==> config.mk <==
export PLATFORM = sky130hd
export DESIGN_NAME = sync_length_xor_frame_finder_unit
export DESIGN_NICKNAME = d
export VERILOG_FILES = /design/src/rtl/sfind_pkg.sv /design/src/rtl/sfind_cell.sv /design/src/rtl/sfind_drain.sv /design/src/rtl/sync_length_xor_frame_finder_unit.sv
export VERILOG_INCLUDE_DIRS = /design/src /design/src/rtl
export SDC_FILE = /design/constraint.sdc
export NUM_CORES = 2
export LEC_CHECK = 0
export ABC_CLOCK_PERIOD_IN_PS = 7900
export BUFFER_PORTS_ARGS = -buffer_cell sky130_fd_sc_hd__buf_4
export CORE_MARGIN = 10
export CORE_UTILIZATION = 40
export CTS_CLUSTER_SIZE = 30
export DETAILED_ROUTE_END_ITERATION = 12
export PLACE_DENSITY = 0.62
export RECOVER_POWER = 25
export SYNTH_ARGS = -nofsm -noshare
export SYNTH_HDL_FRONTEND = slang
export SYNTH_SLANG_ARGS = --single-unit
==> constraint.sdc <==
create_clock -name clk -period 7.9 [get_ports clk]
set_input_delay 1.185 -clock clk [delete_from_list [all_inputs] [get_ports clk]]
set_output_delay 1.185 -clock clk [all_outputs]
set_load 0.005 [all_outputs]
==> src/rtl/sync_length_xor_frame_finder_unit_defines.svh <==
// Assertion macros shared by the frame finder modules.
// Each macro expects clk and rst_n in scope.
`ifndef SYNC_LENGTH_XOR_FRAME_FINDER_UNIT_DEFINES_SVH
`define SYNC_LENGTH_XOR_FRAME_FINDER_UNIT_DEFINES_SVH

// Same-cycle implication, off while reset is held
`define SFIND_ASSERT_IMP(lbl, ante, cons) \
  lbl: assert property (@(posedge clk) disable iff (!rst_n) (ante) |-> (cons)) \
    else $error("sfind: assertion failed");

// Next-cycle implication, off while reset is held
`define SFIND_ASSERT_NXT(lbl, ante, cons) \
  lbl: assert property (@(posedge clk) disable iff (!rst_n) (ante) |=> (cons)) \
    else $error("sfind: assertion failed");

`endif

==> src/rtl/sfind_pkg.sv <==
package sfind_pkg;

  // Number of candidate cells in the row
  localparam int unsigned NUM_CELLS = 16;
  localparam int unsigned CELL_IDX_W = (NUM_CELLS > 1) ? $clog2(NUM_CELLS) : 1;

  localparam logic [7:0] SYNC_RESET    = 8'h55;
  localparam logic [7:0] MIN_FRAME_LEN = 8'd3;

  // Result kinds
  localparam logic KIND_FRAME = 1'b0;
  localparam logic KIND_DROP  = 1'b1;

  // Frame held by one cell
  typedef struct packed {
    logic [31:0] start;
    logic [7:0]  length;
  } sfind_frame_t;

  // What the cell row hands to the result drain on an accepted request
  typedef struct packed {
    logic                 fire;
    logic [NUM_CELLS-1:0] hit;
    logic                 drop;
    logic [31:0]          pos;
  } sfind_capture_t;

endpackage

==> src/rtl/sfind_cell.sv <==
module sfind_cell (
  input  logic                  clk,
  input  logic                  rst_n,
  input  logic                  fire,
  input  logic [7:0]            data_byte,
  input  logic                  stream_end,
  input  logic [7:0]            sync_value,
  input  logic [31:0]           pos,
  input  logic                  claim_in,
  output logic                  claim_out,
  output logic                  hit,
  output sfind_pkg::sfind_frame_t frame
);

  logic        open_r, open_nxt;
  logic [7:0]  count_r, count_nxt;
  logic [7:0]  length_r, length_nxt;
  logic [7:0]  parity_r, parity_nxt;
  logic [31:0] start_r, start_nxt;
  sfind_pkg::sfind_frame_t frame_r, frame_nxt;
  logic [7:0]  idx;
  logic        open_after;

  assign idx = count_r + 8'd1;

  // Consume the byte, then take the open slot if the claim reaches a free cell
  always_comb begin
    open_nxt   = open_r;
    count_nxt  = count_r;
    length_nxt = length_r;
    parity_nxt = parity_r;
    start_nxt  = start_r;
    frame_nxt  = frame_r;
    hit        = 1'b0;
    if (fire && open_r) begin
      count_nxt = idx;
      if (idx == 8'd1) begin
        length_nxt = data_byte;
        parity_nxt = parity_r ^ data_byte;
        if (data_byte < sfind_pkg::MIN_FRAME_LEN) begin
          open_nxt = 1'b0;
        end
      end else if (({1'b0, idx} + 9'd1) < {1'b0, length_r}) begin
        parity_nxt = parity_r ^ data_byte;
      end else begin
        hit      = (data_byte == parity_r);
        open_nxt = 1'b0;
        // Hold the finished frame apart from the candidate registers
        if (hit) begin
          frame_nxt.start  = start_r;
          frame_nxt.length = length_r;
        end
      end
    end
    open_after = open_nxt;
    claim_out  = claim_in & open_after;
    if (fire && claim_in && !open_after) begin
      open_nxt   = 1'b1;
      count_nxt  = 8'd0;
      length_nxt = 8'd0;
      parity_nxt = sync_value;
      start_nxt  = pos;
    end
    // Close everything at end of stream
    if (fire && stream_end) begin
      open_nxt = 1'b0;
    end
  end

  always_ff @(posedge clk) begin
    if (!rst_n) begin
      open_r <= 1'b0;
    end else begin
      open_r <= open_nxt;
    end
  end

  always_ff @(posedge clk) begin
    count_r  <= count_nxt;
    length_r <= length_nxt;
    parity_r <= parity_nxt;
    start_r  <= start_nxt;
    frame_r  <= frame_nxt;
  end

  assign frame = frame_r;

endmodule

==> src/rtl/sfind_drain.sv <==
`include "sync_length_xor_frame_finder_unit_defines.svh"

module sfind_drain (
  input  logic                    clk,
  input  logic                    rst_n,
  input  sfind_pkg::sfind_capture_t cap,
  input  sfind_pkg::sfind_frame_t frames [sfind_pkg::NUM_CELLS],
  output logic                    busy,
  output logic                    out_valid,
  input  logic                    out_ready,
  output logic                    out_result_kind,
  output logic [31:0]             out_frame_start,
  output logic [7:0]              out_frame_length,
  output logic                    out_run_last
);

  logic [sfind_pkg::NUM_CELLS-1:0]  pend_r, pend_nxt;
  logic                             drop_pend_r, drop_pend_nxt;
  logic [31:0]                      drop_pos_r, drop_pos_nxt;
  logic                             out_valid_r, out_valid_nxt;
  logic                             kind_r, kind_nxt;
  logic [31:0]                      start_r, start_nxt;
  logic [7:0]                       length_r, length_nxt;
  logic                             last_r, last_nxt;
  logic                             out_free;
  logic [sfind_pkg::CELL_IDX_W-1:0] sel;
  logic [sfind_pkg::NUM_CELLS-1:0]  sel_mask;

  assign out_free = !out_valid_r || out_ready;
  assign busy     = (pend_r != '0) || drop_pend_r;

  // Pick the lowest pending cell
  always_comb begin
    sel      = '0;
    sel_mask = '0;
    for (int i = sfind_pkg::NUM_CELLS - 1; i >= 0; i--) begin
      if (pend_r[i]) begin
        sel = sfind_pkg::CELL_IDX_W'(i);
      end
    end
    sel_mask[sel] = 1'b1;
  end

  // Capture new results, load the output register one request at a time
  always_comb begin
    pend_nxt      = pend_r;
    drop_pend_nxt = drop_pend_r;
    drop_pos_nxt  = drop_pos_r;
    out_valid_nxt = out_valid_r;
    kind_nxt      = kind_r;
    start_nxt     = start_r;
    length_nxt    = length_r;
    last_nxt      = last_r;
    if (out_free) begin
      out_valid_nxt = 1'b0;
      if (pend_r != '0) begin
        out_valid_nxt = 1'b1;
        kind_nxt      = sfind_pkg::KIND_FRAME;
        start_nxt     = frames[sel].start;
        length_nxt    = frames[sel].length;
        last_nxt      = ((pend_r & ~sel_mask) == '0) && !drop_pend_r;
        pend_nxt      = pend_r & ~sel_mask;
      end else if (drop_pend_r) begin
        out_valid_nxt = 1'b1;
        kind_nxt      = sfind_pkg::KIND_DROP;
        start_nxt     = drop_pos_r;
        length_nxt    = 8'd0;
        last_nxt      = 1'b1;
        drop_pend_nxt = 1'b0;
      end
    end
    if (cap.fire) begin
      pend_nxt      = cap.hit;
      drop_pend_nxt = cap.drop;
      drop_pos_nxt  = cap.pos;
    end
  end

  always_ff @(posedge clk) begin
    if (!rst_n) begin
      pend_r      <= '0;
      drop_pend_r <= 1'b0;
      out_valid_r <= 1'b0;
    end else begin
      pend_r      <= pend_nxt;
      drop_pend_r <= drop_pend_nxt;
      out_valid_r <= out_valid_nxt;
    end
  end

  always_ff @(posedge clk) begin
    drop_pos_r <= drop_pos_nxt;
    kind_r     <= kind_nxt;
    start_r    <= start_nxt;
    length_r   <= length_nxt;
    last_r     <= last_nxt;
  end

  assign out_valid        = out_valid_r;
  assign out_result_kind  = kind_r;
  assign out_frame_start  = start_r;
  assign out_frame_length = length_r;
  assign out_run_last     = last_r;

  `SFIND_ASSERT_IMP(a_drop_closes_run, out_valid_r && kind_r == sfind_pkg::KIND_DROP, last_r && length_r == 8'd0)
  `SFIND_ASSERT_NXT(a_pend_one_per_load, out_free && pend_r != '0, $countones(pend_r) == $countones($past(pend_r)) - 1)
  `SFIND_ASSERT_IMP(a_no_capture_busy, busy, !cap.fire)

endmodule

==> src/rtl/sync_length_xor_frame_finder_unit.sv <==
// Sync / length / XOR-checksum frame finder.
// Input channel (in_valid/in_ready): one stream byte per request with a
// stream-end flag. Every byte equal to the sync register opens a candidate in
// the lowest free cell of a row of sfind_pkg::NUM_CELLS cells; all open cells
// take each byte in the same cycle. A frame whose checksum matches yields a
// result (start offset, length N); a sync byte with no free cell yields a
// drop result. Results of one byte come in cell order, drop last, with
// out_run_last on the final one.
// Config: cfg_wr_en/cfg_wr_data write the sync byte (reset 0x55); write only
// while idle.
// Timing: a byte with no result leaves in_ready high; one with results holds
// it low until the result drain is empty, as the drain hands out one request
// per cycle while its output register is free. A result goes through the
// drain's pending and output registers. If the receiver stalls, the output
// register holds and the drain waits; a byte with no result is still taken.
// Reset: all cells close, stream offset returns to 0, outputs go invalid.
`include "sync_length_xor_frame_finder_unit_defines.svh"

module sync_length_xor_frame_finder_unit (
  input  logic        clk,
  input  logic        rst_n,
  input  logic        in_valid,
  output logic        in_ready,
  input  logic [7:0]  in_data_byte,
  input  logic        in_stream_end,
  output logic        out_valid,
  input  logic        out_ready,
  output logic        out_result_kind,
  output logic [31:0] out_frame_start,
  output logic [7:0]  out_frame_length,
  output logic        out_run_last,
  input  logic        cfg_wr_en,
  input  logic [7:0]  cfg_wr_data
);

  logic [7:0]                    sync_r, sync_nxt;
  logic [31:0]                   pos_r, pos_nxt;
  logic                          in_fire;
  logic                          busy;
  logic [sfind_pkg::NUM_CELLS:0] claim;
  logic [sfind_pkg::NUM_CELLS-1:0] hit;
  logic [sfind_pkg::NUM_CELLS-1:0] take;
  sfind_pkg::sfind_frame_t       frames [sfind_pkg::NUM_CELLS];
  sfind_pkg::sfind_capture_t     cap;

  assign in_ready = !busy;
  assign in_fire  = in_valid && in_ready;

  // Hold the sync byte, advance the stream offset
  always_comb begin
    sync_nxt = cfg_wr_en ? cfg_wr_data : sync_r;
    pos_nxt  = in_fire ? pos_r + 32'd1 : pos_r;
  end

  always_ff @(posedge clk) begin
    if (!rst_n) begin
      sync_r <= sfind_pkg::SYNC_RESET;
      pos_r  <= '0;
    end else begin
      sync_r <= sync_nxt;
      pos_r  <= pos_nxt;
    end
  end

  // Claim token ripples along the row until a free cell takes it
  assign claim[0] = (in_data_byte == sync_r);
  assign take     = claim[sfind_pkg::NUM_CELLS-1:0] & ~claim[sfind_pkg::NUM_CELLS:1];

  for (genvar g = 0; g < sfind_pkg::NUM_CELLS; g++) begin : g_cell
    sfind_cell u_cell (
      .clk        (clk),
      .rst_n      (rst_n),
      .fire       (in_fire),
      .data_byte  (in_data_byte),
      .stream_end (in_stream_end),
      .sync_value (sync_r),
      .pos        (pos_r),
      .claim_in   (claim[g]),
      .claim_out  (claim[g+1]),
      .hit        (hit[g]),
      .frame      (frames[g])
    );
  end

  assign cap.fire = in_fire;
  assign cap.hit  = hit;
  assign cap.drop = claim[sfind_pkg::NUM_CELLS];
  assign cap.pos  = pos_r;

  sfind_drain u_drain (
    .clk              (clk),
    .rst_n            (rst_n),
    .cap              (cap),
    .frames           (frames),
    .busy             (busy),
    .out_valid        (out_valid),
    .out_ready        (out_ready),
    .out_result_kind  (out_result_kind),
    .out_frame_start  (out_frame_start),
    .out_frame_length (out_frame_length),
    .out_run_last     (out_run_last)
  );

  `SFIND_ASSERT_IMP(a_one_cell_claimed, 1'b1, $onehot0(take))
  `SFIND_ASSERT_IMP(a_drop_needs_sync, claim[sfind_pkg::NUM_CELLS], in_data_byte == sync_r)
  `SFIND_ASSERT_NXT(a_results_block_input, in_fire && hit != '0, !in_ready)

endmodule

==> impl_results.rst <==
.. list-table::
   :header-rows: 1

   * - Metric
     - Value
   * - Status
     - complete, no violations
   * - Max Fanout on Critical Path
     - 25
   * - Finish-stage setup viols
     - 0
   * - Routed wirelength normalized by instance count
     - around 24 µm
   * - Type of the tightest min-delay check
     - reg -> reg
   * - Skew final
     - about 0.07 ns
   * - Critical path cell sequence
     - ha_1, xor2_1, nand2_1, or3_1, nor3_1, xnor2_1, ha_1, a2111oi_0, o21a_1, o31a_1, a221o_1, nand4_1, nor4_4, nand4_1, nor2b_4, buf_4, o21bai_1
   * - Peak supply drop
     - roughly 210 µV
   * - Number of synthesized flops with an enable pin
     - about 1,400
   * - Most frequent cells in the layout
     - edfxtp_1, nand2_1, nor2_1
   * - Die outline area
     - roughly 200,000 µm²
   * - Non-filler cells, final
     - between 8,000 and 9,000
   * - Post-synthesis cell area
     - slightly above 70,000 µm²
   * - I/O pin count
     - between 60 and 70
   * - Combinational family with the most area after synthesis
     - simple AND/OR/NAND/NOR gates
   * - Number of buffers inserted to repair setup after CTS
     - 0
   * - Num Clock Sinks
     - about 1,700
   * - Final cell area excluding filler cells
     - 80,430 µm²
   * - Post-synthesis adder-cell area fraction
     - 0.02930
   * - Worst Setup Start Kind
     - register
   * - Count of buffers inserted at the top-level ports
     - between 60 and 70
   * - Combined global-route utilization of all metal layers
     - 0.1921
   * - Multiplexer fraction of the synthesized cell area
     - 0.04769
   * - Worst r2r src
     - g_cell[5].u_cell.count_r[0]$_SDFFE_PP0P_
   * - Cell area after placement
     - between 70,000 and 80,000 µm²
   * - Proportion of layout cells with a drive suffix above 1
     - 0.1014
   * - Peak clock frequency supported by timing
     - roughly 0.16 GHz
   * - Summed negative setup slack over all endpoints
     - 0 ns
   * - Pin count of the biggest net entering global routing
     - about 100
   * - Post-Syn Nets
     - 5,796
   * - Antenna violations before repair
     - 7
   * - CP arrival
     - about 6.7 ns
   * - Clock tree from TritonCTS
     - built
   * - Async set-reset flop share out of synthesis
     - 0
   * - Total routed wirelength
     - around 200,000 µm
   * - Crit path required time
     - about 8.3 ns
   * - Later-pin clock latency in the skew report
     - between 0.8 and 0.9 ns
   * - Area of the multi-input gates
     - approximately 23,000 µm²
   * - CTS clock-pin slew for the worst setup and hold paths
     - approximately 0.060 ns
   * - Via count of the first global-routing pass
     - 43,612
   * - Fill cell instance count of the final layout
     - 15,965
   * - Antenna viol nets, final
     - 0
   * - Placeable core area
     - approximately 180,000 µm²
   * - Relative slew slack
     - 0.06307
   * - Setup repair after global routing missed its margin
     - no
   * - Pre-CTS WS
     - approximately 1.7 ns
   * - Register cell area after layout
     - around 47,000 µm²
   * - Number of hold buffers added after cts
     - 0
   * - Max-cap violations
     - 0
   * - Dpl hpwl
     - approximately 120,000 µm
   * - Synthesized-area fraction occupied by ao, oa, aoi and oai cells
     - 0.07115
   * - Horiz. Die Dim
     - between 400 and 500 µm
   * - Sequential element share of the synthesized area
     - 0.6549
   * - Number of hold-slack violations in the final timing report
     - 0
   * - First-pass GRT wire length
     - roughly 290,000 µm
   * - Final critical delay including setup and external delays
     - approximately 6.2 ns
   * - Number of clock buffers inserted by TritonCTS
     - 168
   * - Slowest stage delay, CP
     - 0.58 ns
   * - Worst Slack Setup Final
     - 1.673 ns
   * - Hold Worst Slack
     - 0.3864 ns
   * - Final core area utilization
     - 0.4493
   * - Buffer levels on the longest clock path
     - 3
   * - Count of mapped cells out of synthesis
     - ~5,600
   * - Length of the first detailed-routing pass in iterations
     - 8
   * - Final period util
     - 0.7882
   * - Critical Path Start
     - g_cell[5].u_cell.count_r[0]$_SDFFE_PP0P_
   * - CTS H-tree lvls
     - 4
   * - Weighted congestion reported at the end of routability-driven placement
     - 0.8885
   * - Overall die height
     - approximately 440 µm
   * - DRC viols
     - 0
   * - Critical path endpoint category
     - register
   * - Yosys synthesis warning count
     - 0
   * - Synth Flop Type
     - edfxtp_1
   * - Setup Crit Path Kind
     - reg -> reg
   * - Cell variety after synth
     - 100
   * - Ratio of total power to cell area
     - 218.4 nW/µm²
   * - Leading cell type in the layout, fill and taps excluded
     - edfxtp_1
   * - Vias/cell
     - between 5 and 6
   * - Initial standard-cell utilization of the core
     - 0.4032
   * - Master of the slowest instance on the critical path
     - dfxtp_1
   * - Count of state elements after synthesis
     - ~1,700
   * - Area delta synth->final
     - 11.45%
   * - Startpoint of the lowest-slack hold path
     - g_cell[10].u_cell.start_r[29]$_DFFE_PP_
   * - XOR/XNOR share of the synthesized area
     - 0.05655
   * - Clock tree root buffer cell
     - clkbuf_16
   * - Leakage power total
     - roughly 30 nW
   * - Slew at the pin with the worst max-slew slack
     - around 1.4 ns
   * - Mean instance size in the synthesized netlist
     - 12.87 µm²
   * - Placed cell count
     - 7,772
   * - GRT overflow
     - 0
   * - Number of vias after detailed routing
     - around 45,000
   * - CTS resizes
     - 0
   * - Total Power
     - about 18 mW
   * - Simple-Gate Fraction of Synth Area
     - 0.1099
   * - Std cell rows
     - 155
   * - Post-layout nets
     - roughly 5,800
   * - Final number of max-transition violations
     - 0
   * - DRC violation total after the first TritonRoute iteration
     - roughly 4,200
==> Yosys cell counts (10+ instances only) <==
cell       number  share of area
and4_1         20         0.0024
dfxtp_1       330          0.092
mux2i_1       246          0.034
a31oi_1        41         0.0036
a211o_1        11         0.0013
a21o_1         26         0.0027
o22ai_1        20         0.0017
nand3b_1       14         0.0015
and4b_1        14         0.0019
or2_2          10        0.00087
nand2_1       556          0.029
or3_1          27         0.0023
a32oi_1        14         0.0017
nor2_1        463          0.024
nor3_1         58         0.0040
or4_1          23         0.0024
a211oi_1       21         0.0022
edfxtp_1     1354           0.56
mux2_2         80          0.012
nor2b_1        20         0.0017
inv_1         174         0.0090
ha_1          165          0.029
buf_4          15         0.0016
buf_2          73         0.0051
buf_6          11         0.0017
nor4_1         74         0.0064
clkbuf_1      207          0.011
a21boi_0       17         0.0018
nor3b_1        17         0.0018
o211ai_1       14         0.0015
and2_1         44         0.0038
o2111ai_1      12         0.0015
and3_1         37         0.0032
o21a_1         45         0.0047
nand4_1        36         0.0031
o21ai_0        82         0.0057
o32a_1         14         0.0019
xor2_1        246          0.030
nand3_1       169          0.012
nand2b_1       27         0.0023
a21oi_1       284          0.020
buf_1          37         0.0019
xnor2_1       220          0.027
a221oi_1       84          0.010
==> flip-flops by register name, indices dropped and copies added, names as in the netlist, 8 cells and up <==
register                  flops
g_cell.u_cell.count_r       128
g_cell.u_cell.frame         640
g_cell.u_cell.length_r      128
g_cell.u_cell.open_r         16
g_cell.u_cell.parity_r      128
g_cell.u_cell.start_r       512
pos_r                        32
sync_r                        8
u_drain.drop_pos_r           32
u_drain.out_frame_length      8
u_drain.out_frame_start      32
u_drain.pend_r               16
==> final timing paths <==
| path | cells past startpoint | endpoint | slack (ns) |
|---|---|---|---|
| worst max-delay path | 17 | g_cell[12].u_cell.parity_r[0]$_DFFE_PP_ | 1.67 |
| worst min register to register | 0 | g_cell[10].u_cell.frame[37]$_DFFE_PP_ | 0.39 |
| worst min-delay path | 0 | g_cell[10].u_cell.frame[37]$_DFFE_PP_ | 0.39 |
| worst max register to register | 17 | g_cell[12].u_cell.parity_r[0]$_DFFE_PP_ | 1.67 |
==> worst max-delay path: cells and delay by family, from the launching register on <==
| kind | cells | cell delay, ns |
|---|---|---|
| XOR/XNOR | 2 | 0.36 |
| adder cells (fa/ha/maj) | 2 | 0.66 |
| flip-flops | 1 | 0.58 |
| AND/OR/NAND/NOR | 7 | 2.21 |
| AO/OA/AOI/OAI | 5 | 1.54 |
| buffers and inverters | 1 | 0.46 |
==> cells by family (layout without fill, tap and decap cells) <==
| family | Yosys count | in the layout |
|---|---|---|
| XOR/XNOR | 466 | 466 |
| buffers and inverters | 522 | 642 |
| adder cells (fa/ha/maj) | 170 | 170 |
| multiplexers | 333 | 333 |
| AO/OA/AOI/OAI | 774 | 774 |
| flip-flops | 1684 | 1684 |
| other | 0 | 1 |
| AND/OR/NAND/NOR | 1660 | 1660 |
==> cell type report <==
| type | instances | share of cell area |
|---|---|---|
| inverters | 176 | 0.008245 |
| multi-input cells | 3403 | 0.2854 |
| repair buffers | 154 | 0.01484 |
| well taps | 2355 | 0.03663 |
| clock buffers | 218 | 0.05624 |
| clock inverters | 94 | 0.01095 |
| diodes | 1 | 0.00003111 |
| flip-flops and latches | 1684 | 0.5877 |
==> routing by layer <==
layer | part of all wire | routed length [µm] | global-route usage
met5 | 0.000082 | 16 | 0
met1 | 0.43 | 83410 | 0.2648
met3 | 0.078 | 15290 | 0.03331
met4 | 0.031 | 6054 | 0.05961
met2 | 0.46 | 90430 | 0.3093
==> power breakdown <==
group	switching [mW]	internal (mW)
sequential	0.0267	9.48
combinational	0.193	0.0908
clock	3.46	4.32
Power figures use the tool's default switching activity.
